[src/rtl/hss_pkg.sv]
// Shared types, constants and the half-step coil table for the stepper sequencer.
`timescale 1ns / 1ps

package hss_pkg;

    // Internal counter widths
    localparam int COUNT_BITS = 16;
    localparam int WAIT_BITS  = 8;

    // Field widths fixed by the port list
    localparam int STEP_W = 16;
    localparam int WAIT_W = 8;
    localparam int COIL_W = 4;

    // Word kinds on the action field
    localparam logic ACT_CMD  = 1'b0;
    localparam logic ACT_TICK = 1'b1;

    // Classified input word, handed from front to back
    typedef struct packed {
        logic                         action;
        logic signed [COUNT_BITS-1:0] count;
        logic [WAIT_BITS-1:0]         reload;
        logic                         home_mode;
        logic                         released;
    } op_t;

    // Result word
    typedef struct packed {
        logic [COIL_W-1:0] coil;
        logic              busy;
        logic              stepped;
        logic              hstop;
    } res_t;

    // Half-step coil pattern for each of the eight phases
    function automatic logic [COIL_W-1:0] half_pattern(input logic [2:0] ph);
        logic [COIL_W-1:0] pat;
        begin
            unique case (ph)
                3'd0:    pat = 4'h1;
                3'd1:    pat = 4'h3;
                3'd2:    pat = 4'h2;
                3'd3:    pat = 4'h6;
                3'd4:    pat = 4'h4;
                3'd5:    pat = 4'hC;
                3'd6:    pat = 4'h8;
                default: pat = 4'h9;
            endcase
            return pat;
        end
    endfunction

endpackage

[src/rtl/hss_front.sv]
// Front end: accepts input words, saturates and classifies them, queues them for the back end.
`timescale 1ns / 1ps

module hss_front
    import hss_pkg::*;
(
    input  logic               clk,
    input  logic               rst_n,
    input  logic               push,
    output logic               full,
    input  logic               action,
    input  logic signed [15:0] step_count,
    input  logic [7:0]         wait_ticks,
    input  logic               home_mode,
    input  logic               home_switch,
    output logic               op_valid,
    output op_t                op,
    input  logic               op_take
);

    localparam logic signed [32:0] CNT_MAX = 33'((64'd1 << (COUNT_BITS - 1)) - 64'd1);
    localparam logic signed [32:0] CNT_MIN = -CNT_MAX - 33'sd1;
    localparam logic [16:0]        WT_MAX  = 17'((32'd1 << WAIT_BITS) - 32'd1);

    logic signed [32:0] cnt_wide;
    logic signed [32:0] cnt_sat;
    logic [16:0]        wt_wide;
    logic [16:0]        wt_sat;
    op_t                op_in;

    op_t        slot_reg [2];
    logic       wr_ptr_reg, wr_ptr_next;
    logic       rd_ptr_reg, rd_ptr_next;
    logic [1:0] cnt_reg, cnt_next;
    logic       push_fire;
    logic       take_fire;

    // Saturate count and wait into the internal ranges; wait 0 runs as 1
    always_comb
    begin
        cnt_wide = 33'(step_count);
        if (cnt_wide > CNT_MAX)
            cnt_sat = CNT_MAX;
        else if (cnt_wide < CNT_MIN)
            cnt_sat = CNT_MIN;
        else
            cnt_sat = cnt_wide;

        wt_wide = {9'd0, wait_ticks};
        if (wt_wide > WT_MAX)
            wt_sat = WT_MAX;
        else if (wt_wide == 17'd0)
            wt_sat = 17'd1;
        else
            wt_sat = wt_wide;

        op_in.action    = action;
        op_in.count     = cnt_sat[COUNT_BITS-1:0];
        op_in.reload    = wt_sat[WAIT_BITS-1:0];
        op_in.home_mode = home_mode;
        op_in.released  = home_switch;
    end

    // Two-word queue toward the back end
    assign full      = (cnt_reg == 2'd2);
    assign push_fire = push && !full;
    assign op_valid  = (cnt_reg != 2'd0);
    assign take_fire = op_take && op_valid;
    assign op        = slot_reg[rd_ptr_reg];

    always_comb
    begin
        wr_ptr_next = wr_ptr_reg ^ push_fire;
        rd_ptr_next = rd_ptr_reg ^ take_fire;
        cnt_next    = cnt_reg + 2'(push_fire) - 2'(take_fire);
    end

    always_ff @(posedge clk or negedge rst_n)
    begin
        if (!rst_n)
        begin
            wr_ptr_reg <= 1'b0;
            rd_ptr_reg <= 1'b0;
            cnt_reg    <= 2'd0;
        end
        else
        begin
            wr_ptr_reg <= wr_ptr_next;
            rd_ptr_reg <= rd_ptr_next;
            cnt_reg    <= cnt_next;
        end
    end

    // Queue storage
    always_ff @(posedge clk)
    begin
        if (push_fire)
            slot_reg[wr_ptr_reg] <= op_in;
    end

endmodule

[src/rtl/hss_back.sv]
// Back end: move state, step timing, coil latch and the result queue.
`timescale 1ns / 1ps

module hss_back
    import hss_pkg::*;
(
    input  logic        clk,
    input  logic        rst_n,
    input  logic        op_valid,
    input  op_t         op,
    output logic        op_take,
    output logic        empty,
    input  logic        pop,
    output res_t        res
);

    logic [2:0]                  phase_reg, phase_next;
    logic signed [COUNT_BITS-1:0] steps_reg, steps_next;
    logic [WAIT_BITS-1:0]        tick_cnt_reg, tick_cnt_next;
    logic [WAIT_BITS-1:0]        tick_reload_reg, tick_reload_next;
    logic                        homing_reg, homing_next;
    logic                        moving_reg, moving_next;
    logic [COIL_W-1:0]           coil_reg, coil_next;

    logic                         op_fire;
    logic                         do_step;
    logic                         clear_steps;
    logic                         stepped_n;
    logic                         hstop_n;
    logic signed [COUNT_BITS-1:0] steps_base;
    logic [WAIT_BITS-1:0]         tc_dec;
    res_t                         res_in;

    res_t       rslot_reg [2];
    logic       rwr_ptr_reg, rwr_ptr_next;
    logic       rrd_ptr_reg, rrd_ptr_next;
    logic [1:0] rcnt_reg, rcnt_next;
    logic       pop_fire;

    // Take an op whenever the result queue has room
    assign pop_fire = pop && !empty;
    assign op_take  = (rcnt_reg != 2'd2) || pop_fire;
    assign op_fire  = op_take && op_valid;

    // Move state update for one word
    always_comb
    begin
        phase_next       = phase_reg;
        tick_cnt_next    = tick_cnt_reg;
        tick_reload_next = tick_reload_reg;
        homing_next      = homing_reg;
        moving_next      = moving_reg;
        coil_next        = coil_reg;
        do_step          = 1'b0;
        clear_steps      = 1'b0;
        hstop_n          = 1'b0;
        stepped_n        = 1'b0;
        steps_base       = steps_reg;
        tc_dec           = tick_cnt_reg;

        if (op_fire)
        begin
            if (op.action == ACT_CMD)
            begin
                // commands while busy are dropped
                if (!moving_reg)
                begin
                    homing_next      = op.home_mode;
                    tick_reload_next = op.reload;
                    steps_base       = op.count;
                    if (op.home_mode && op.released)
                    begin
                        hstop_n     = 1'b1;
                        clear_steps = 1'b1;
                    end
                    else
                    begin
                        do_step       = 1'b1;
                        tick_cnt_next = op.reload;
                        moving_next   = 1'b1;
                    end
                end
            end
            else if (moving_reg)
            begin
                if (tick_cnt_reg != '0)
                    tc_dec = tick_cnt_reg - 1'b1;
                tick_cnt_next = tc_dec;
                if (tc_dec == '0)
                begin
                    if (steps_reg == '0)
                        moving_next = 1'b0;
                    else if (homing_reg && op.released)
                    begin
                        moving_next = 1'b0;
                        hstop_n     = 1'b1;
                        clear_steps = 1'b1;
                    end
                    else
                    begin
                        do_step       = 1'b1;
                        tick_cnt_next = tick_reload_reg;
                    end
                end
            end
        end

        // One half step toward zero count
        steps_next = steps_base;
        if (do_step)
        begin
            stepped_n = (steps_base != '0);
            if (steps_base > 0)
            begin
                coil_next  = half_pattern(phase_reg);
                phase_next = phase_reg + 3'd1;
                steps_next = steps_base - 1'b1;
            end
            else if (steps_base < 0)
            begin
                coil_next  = half_pattern(phase_reg);
                phase_next = phase_reg - 3'd1;
                steps_next = steps_base + 1'b1;
            end
        end
        if (clear_steps)
            steps_next = '0;

        res_in.coil    = coil_next;
        res_in.busy    = moving_next;
        res_in.stepped = stepped_n;
        res_in.hstop   = hstop_n;
    end

    always_ff @(posedge clk or negedge rst_n)
    begin
        if (!rst_n)
        begin
            phase_reg       <= '0;
            steps_reg       <= '0;
            tick_cnt_reg    <= '0;
            tick_reload_reg <= '0;
            homing_reg      <= 1'b0;
            moving_reg      <= 1'b0;
            coil_reg        <= '0;
        end
        else
        begin
            phase_reg       <= phase_next;
            steps_reg       <= steps_next;
            tick_cnt_reg    <= tick_cnt_next;
            tick_reload_reg <= tick_reload_next;
            homing_reg      <= homing_next;
            moving_reg      <= moving_next;
            coil_reg        <= coil_next;
        end
    end

    // Two-word result queue
    assign empty = (rcnt_reg == 2'd0);
    assign res   = rslot_reg[rrd_ptr_reg];

    always_comb
    begin
        rwr_ptr_next = rwr_ptr_reg ^ op_fire;
        rrd_ptr_next = rrd_ptr_reg ^ pop_fire;
        rcnt_next    = rcnt_reg + 2'(op_fire) - 2'(pop_fire);
    end

    always_ff @(posedge clk or negedge rst_n)
    begin
        if (!rst_n)
        begin
            rwr_ptr_reg <= 1'b0;
            rrd_ptr_reg <= 1'b0;
            rcnt_reg    <= 2'd0;
        end
        else
        begin
            rwr_ptr_reg <= rwr_ptr_next;
            rrd_ptr_reg <= rrd_ptr_next;
            rcnt_reg    <= rcnt_next;
        end
    end

    always_ff @(posedge clk)
    begin
        if (op_fire)
            rslot_reg[rwr_ptr_reg] <= res_in;
    end

endmodule

[src/rtl/half_step_stepper_sequencer.sv]
// Top level of the half-step unipolar stepper sequencer.
//
//   Channel   Handshake     Fields
//   -------   -----------   --------------------------------------------------
//   input     push / full   action, step_count, wait_ticks, home_mode, home_switch
//   result    pop / empty   coil_drive, busy_res, stepped, home_stop
//
// Each word (command or tick) gets one move-state update in the back end; one word per
// cycle is sustained while results are popped. A word that is pushed goes through the
// front queue, then through the move-state update into the result queue.
// Reset clears the move state, all coils off, and both two-word queues.
// A stalled result side fills the result queue, then the front queue, then
// raises full; no word is lost.
`timescale 1ns / 1ps

module half_step_stepper_sequencer
    import hss_pkg::*;
(
    input  logic               clk,
    input  logic               rst_n,
    input  logic               push,
    output logic               full,
    input  logic               action,
    input  logic signed [15:0] step_count,
    input  logic [7:0]         wait_ticks,
    input  logic               home_mode,
    input  logic               home_switch,
    output logic               empty,
    input  logic               pop,
    output logic [3:0]         coil_drive,
    output logic               busy_res,
    output logic               stepped,
    output logic               home_stop
);

    logic op_valid;
    logic op_take;
    op_t  op;
    res_t res;

    // Classify and queue incoming words
    hss_front u_front (
        .clk         (clk),
        .rst_n       (rst_n),
        .push        (push),
        .full        (full),
        .action      (action),
        .step_count  (step_count),
        .wait_ticks  (wait_ticks),
        .home_mode   (home_mode),
        .home_switch (home_switch),
        .op_valid    (op_valid),
        .op          (op),
        .op_take     (op_take)
    );

    // Carry out moves and queue results
    hss_back u_back (
        .clk      (clk),
        .rst_n    (rst_n),
        .op_valid (op_valid),
        .op       (op),
        .op_take  (op_take),
        .empty    (empty),
        .pop      (pop),
        .res      (res)
    );

    assign coil_drive = res.coil;
    assign busy_res   = res.busy;
    assign stepped    = res.stepped;
    assign home_stop  = res.hstop;

endmodule
[config.mk]
export PLATFORM = sky130hd
export DESIGN_NAME = half_step_stepper_sequencer
export DESIGN_NICKNAME = d
export VERILOG_FILES = /design/src/rtl/hss_pkg.sv /design/src/rtl/hss_front.sv /design/src/rtl/hss_back.sv /design/src/rtl/half_step_stepper_sequencer.sv
export SDC_FILE = /design/constraint.sdc
export NUM_CORES = 1
export LEC_CHECK = 0
export BUFFER_PORTS_ARGS = -buffer_cell sky130_fd_sc_hd__buf_4
export CAP_MARGIN = 30
export CORE_MARGIN = 5
export CORE_UTILIZATION = 35
export DETAILED_ROUTE_END_ITERATION = 10
export PLACE_DENSITY = 0.6
export SYNTH_ARGS = -nofsm -noshare
export SYNTH_HDL_FRONTEND = slang
export SYNTH_HIERARCHICAL = 1
export SYNTH_SLANG_ARGS = --single-unit
[constraint.sdc]
create_clock -name clk -period 5.99 [get_ports clk]
set_clock_uncertainty 0.05 [all_clocks]
set_input_delay 1.198 -clock clk [delete_from_list [all_inputs] [get_ports clk]]
set_output_delay 1.198 -clock clk [all_outputs]
set_load 0.01 [all_outputs]
==> run_summary.xml <==
<?xml version="1.0" encoding="UTF-8"?>
<metrics>
  <group name="timing">
    <metric name="timing.fmax" unit="MHz">228.9</metric>
    <metric name="slew_viol_final" unit="">0</metric>
    <metric name="report.final.hold_viol_count" unit="">0</metric>
    <metric name="timing.final.crit_period" unit="ns">4.369</metric>
    <metric name="rsz0062_at_grt" unit="">no</metric>
    <metric name="fin_setup_tns" unit="ns">0</metric>
    <metric name="timing.max_slew.rel_slack" unit="%">42.14</metric>
    <metric name="tightestPinTransition" unit="ns">0.8627</metric>
    <metric name="timing.final.crit_share" unit="%">72.94</metric>
    <metric name="setup_viol" unit="">0</metric>
  </group>
  <group name="clock_tree">
    <metric name="clock_latency" unit="ns">0.41</metric>
    <metric name="number_of_cts_inserted_buffers" unit="">17</metric>
    <metric name="clockRootBuffer" unit="">sky130_fd_sc_hd__clkbuf_16</metric>
    <metric name="h_tree_lvls" unit="">4</metric>
    <metric name="cts-hold-fix-buffers" unit="">0</metric>
    <metric name="cts.path.max_buffers" unit="">2</metric>
    <metric name="path_clk_slew" unit="ns">0.05</metric>
    <metric name="tritoncts" unit="">yes</metric>
    <metric name="cts_sinks" unit="">117</metric>
    <metric name="post_cts_resized" unit="">0</metric>
    <metric name="post_cts_buffers" unit="">0</metric>
  </group>
  <group name="outcome">
    <metric name="result_of_the_run" unit="">finished clean</metric>
  </group>
  <group name="drt">
    <metric name="final_antenna_net_count" unit="">0</metric>
    <metric name="detail_route.drc_violations" unit="">0</metric>
    <metric name="wl_per_cell" unit="um">17.27</metric>
    <metric name="totalWireLength" unit="um">14660</metric>
    <metric name="drt_pass1_iterations" unit="">7</metric>
    <metric name="vias" unit="">4683</metric>
    <metric name="drt-vias-per-instance" unit="">5.516</metric>
    <metric name="drt-initial-drc-count" unit="">428</metric>
  </group>
  <group name="global_routing">
    <metric name="grt_antenna_before_repair" unit="">0</metric>
    <metric name="grt.overflow.total" unit="">0</metric>
    <metric name="grt_pass1_vias" unit="">4657</metric>
    <metric name="grt_pass1_wl" unit="um">24220</metric>
    <metric name="grt_util_all_layers" unit="%">14.13</metric>
    <metric name="grt_start_max_net_pins" unit="">50</metric>
  </group>
  <group name="floorplanning">
    <metric name="boundaryPins" unit="">40</metric>
    <metric name="die_footprint" unit="sq mm">0.02129</metric>
    <metric name="floorplan.die.width" unit="um">145.9</metric>
    <metric name="die-height" unit="um">145.9</metric>
    <metric name="fp-row-count" unit="">49</metric>
    <metric name="floorplan.core_area" unit="sq mm">0.01809</metric>
    <metric name="effective_utilization_at_floorplan" unit="%">35.75</metric>
  </group>
  <group name="finish">
    <metric name="area.growth.synth_to_final" unit="%">13.47</metric>
    <metric name="antenna_fix_cells" unit="">0</metric>
    <metric name="drive_above_1_share" unit="%">20.48</metric>
    <metric name="nNetsFinal" unit="">656</metric>
    <metric name="layout.filler_cells" unit="">1716</metric>
    <metric name="largest_reg_flops" unit="">54</metric>
    <metric name="multi_input_comb_area" unit="sq mm">0.002835</metric>
    <metric name="postLayoutCellArea" unit="sq mm">0.007336</metric>
    <metric name="seq_area" unit="sq mm">0.003268</metric>
  </group>
  <group name="synthesis">
    <metric name="synth-compound-area-share" unit="%">12.37</metric>
    <metric name="yosysUniqueCellTypes" unit="">74</metric>
    <metric name="area_share_of_xor_xnor_cells_in_the_synthesized_design" unit="%">1.897</metric>
    <metric name="postSynthRegisterBits" unit="">117</metric>
    <metric name="yosys_most_used_dff" unit="">sky130_fd_sc_hd__edfxtp_1</metric>
    <metric name="ys_seq_area_share" unit="%">50.55</metric>
    <metric name="post_synth_fa_ha_maj_area_fraction" unit="%">3.484</metric>
    <metric name="portion_of_netlist_area_occupied_by_mux_cells" unit="%">9.541</metric>
    <metric name="synth-simple-area-share" unit="%">16.57</metric>
    <metric name="number_of_enable_type_register_cells_in_the_synthesized_netlist" unit="">68</metric>
    <metric name="syn_area" unit="sq mm">0.006465</metric>
    <metric name="asyncSetResetFlopFracSynth" unit="%">41.88</metric>
    <metric name="synth_nets" unit="">639</metric>
    <metric name="syn_avg_cell_area" unit="sq um">10.96</metric>
    <metric name="largest_family_of_logic_cells_by_synthesized_area" unit="">simple AND/OR/NAND/NOR gates</metric>
    <metric name="synthesis.instances" unit="">590</metric>
    <metric name="synthesis.yosys.warnings" unit="">6</metric>
  </group>
  <group name="power">
    <metric name="leakagePower" unit="nW">2.880</metric>
    <metric name="power.switching" unit="mW">1.552</metric>
    <metric name="clock_power_share" unit="%">22.4</metric>
    <metric name="power_report.internal_total" unit="mW">2.465</metric>
    <metric name="comb_power_share" unit="%">41.8</metric>
    <metric name="vdd.ir_drop.worst" unit="mV">0.2854</metric>
    <metric name="power.total" unit="mW">4.017</metric>
    <metric name="seqPwrFrac" unit="%">35.8</metric>
    <metric name="netSwitchingFraction" unit="%">38.64</metric>
    <metric name="power_density" unit="mW/mm^2">547.6</metric>
  </group>
  <group name="placement">
    <metric name="placedInstanceArea" unit="sq mm">0.006803</metric>
    <metric name="place.port_buffers" unit="">39</metric>
    <metric name="routabilityCongestion" unit="">0.9301</metric>
    <metric name="hpwlAfterDp" unit="um">10290</metric>
  </group>
  <group name="run">
    <metric name="cap_violations" unit="">0</metric>
  </group>
  <group name="worst_setup_path">
    <metric name="slowest_delay" unit="ns">0.63</metric>
    <metric name="critical-path-slowest-cell" unit="">sky130_fd_sc_hd__or3b_2</metric>
    <metric name="timing.setup.critical_path_class" unit="">reg -&gt; reg</metric>
    <metric name="arrival" unit="ns">4.65</metric>
    <metric name="critical_path.cell_chain" unit="">mux2_2 -&gt; or3b_2 -&gt; nor2_4 -&gt; mux2i_1 -&gt; ha_1 -&gt; nand4_1 -&gt; or3_2 -&gt; and3_4 -&gt; a311o_1 -&gt; a22o_1 -&gt; a21oi_2</metric>
    <metric name="r2r.worst_path.cells" unit="">11</metric>
    <metric name="setup.worst_path.end_class" unit="">flop</metric>
    <metric name="path_max_fanout" unit="">24</metric>
    <metric name="cp_data_required_time" unit="ns">6.27</metric>
    <metric name="cp-start-kind" unit="">flop</metric>
  </group>
  <group name="min_path">
    <metric name="whs_path_depth" unit="">2</metric>
    <metric name="holdCritPathClass" unit="">reg -&gt; reg</metric>
  </group>
</metrics>
cells by family (layout without fill, tap and decap cells):
logic type | after synthesis | after routing
compound gates | 116 | 116
xor+xnor | 14 | 14
fa+ha+maj | 18 | 18
buf+inv | 67 | 97
flops | 117 | 117
mux | 50 | 50
simple gates | 208 | 208
cells in the final DEF (no fill, tap or decap), types with 6 or more instances in the layout:
cell	instances
sky130_fd_sc_hd__a21oi_1	22
sky130_fd_sc_hd__and3_1	7
sky130_fd_sc_hd__buf_4	45
sky130_fd_sc_hd__clkbuf_16	17
sky130_fd_sc_hd__dfrtp_1	49
sky130_fd_sc_hd__edfxtp_1	68
sky130_fd_sc_hd__ha_1	18
sky130_fd_sc_hd__inv_1	19
sky130_fd_sc_hd__mux2_2	17
sky130_fd_sc_hd__mux2_4	19
sky130_fd_sc_hd__mux2i_1	14
sky130_fd_sc_hd__nand2_1	63
sky130_fd_sc_hd__nand3_1	10
sky130_fd_sc_hd__nand4_1	14
sky130_fd_sc_hd__nor2_1	35
sky130_fd_sc_hd__nor3_1	28
sky130_fd_sc_hd__nor4_1	10
sky130_fd_sc_hd__o211ai_1	6
sky130_fd_sc_hd__o21ai_0	20
sky130_fd_sc_hd__o31ai_1	11
sky130_fd_sc_hd__or3_1	7
sky130_fd_sc_hd__xnor2_1	9
cells in the mapped netlist, drive strengths merged (9+ instances only):
library cell  count  area share (%)
a21oi            23             1.8
buf              11             1.9
clkbuf           35             2.0
dfrtp            49              19
edfxtp           68              32
ha               18             3.5
inv              19             1.1
mux2             36             7.4
mux2i            14             2.2
nand2            63             3.7
nand3            10            0.77
nand4            14             1.4
nor2             36             2.2
nor3             28             2.2
nor4             10            0.97
o21ai            20             1.5
o31ai            12             1.5
or3               9            0.97
xnor2             9             1.2
final timing paths:
path / startpoint / to / slack (ns)
worst min register to register: u_back/homing_reg / u_back/homing_reg / 0.42
worst max register to register: u_front/rd_ptr_reg / u_back/steps_reg[8] / 1.62
worst max-delay path: u_front/rd_ptr_reg / u_back/steps_reg[8] / 1.62
max in group asynchronous: rst_n / u_back/steps_reg[0] / 4.65
worst min-delay path: u_back/homing_reg / u_back/homing_reg / 0.42
min in group asynchronous: rst_n / u_front/wr_ptr_reg / 0.78
critical path, delay by kind of cell, from the launching register on:
family	cells	cell delay, ns
adders and majority gates	1	0.39
muxes	2	0.85
DFF	1	0.35
AOI/OAI and AO/OA	3	0.71
and+or+nand+nor	5	1.93
power groups by stage:
| stage | registers [mW] | clock network [mW] | logic, mW |
|---|---|---|---|
| floorplan | 1.36 | 0 | 1.36 |
| global placement | 1.43 | 0 | 1.64 |
| CTS | 1.43 | 0.923 | 1.68 |
| detailed placement | 1.44 | 0 | 1.67 |
| global route | 1.48 | 0.965 | 1.87 |
| finish | 1.44 | 0.901 | 1.68 |
per-stage QoR:
stage / utilization, % / hold slack [ns] / std cells / worst slack, ns
2_1_floorplan: - / 0.3872 / 590 / 1.474
3_5_place_dp: 37.61 / 0.4083 / 817 / 1.690
4_1_cts: 40.56 / 0.4220 / 849 / 1.643
6_report: 40.56 / 0.4169 / 849 / 1.621
3_3_place_gp: 37.57 / 0.4024 / 816 / 1.531
5_1_grt: 40.56 / 0.4572 / 849 / 1.272
cell type report:
cell class / count / area share [%]
inverter: 20 / 1.023
clock buffer: 25 / 6.618
timing repair buffer: 45 / 4.605
clock inverter: 7 / 0.6481
multi-input combinational: 406 / 38.65
sequential: 117 / 44.55
tap: 229 / 3.906
per-layer routing:
metal  routed length [um]  global-route usage, %  vias to the layer above
li1                     -                      -                     2224
met1                 6823                  19.03                     2267
met2                 6709                  21.80                      162
met3                  823                  3.799                       30
met4                  303                  5.413                        0
met5                    0                      0                        -
Note: power is estimated with default switching activity, not from simulation.
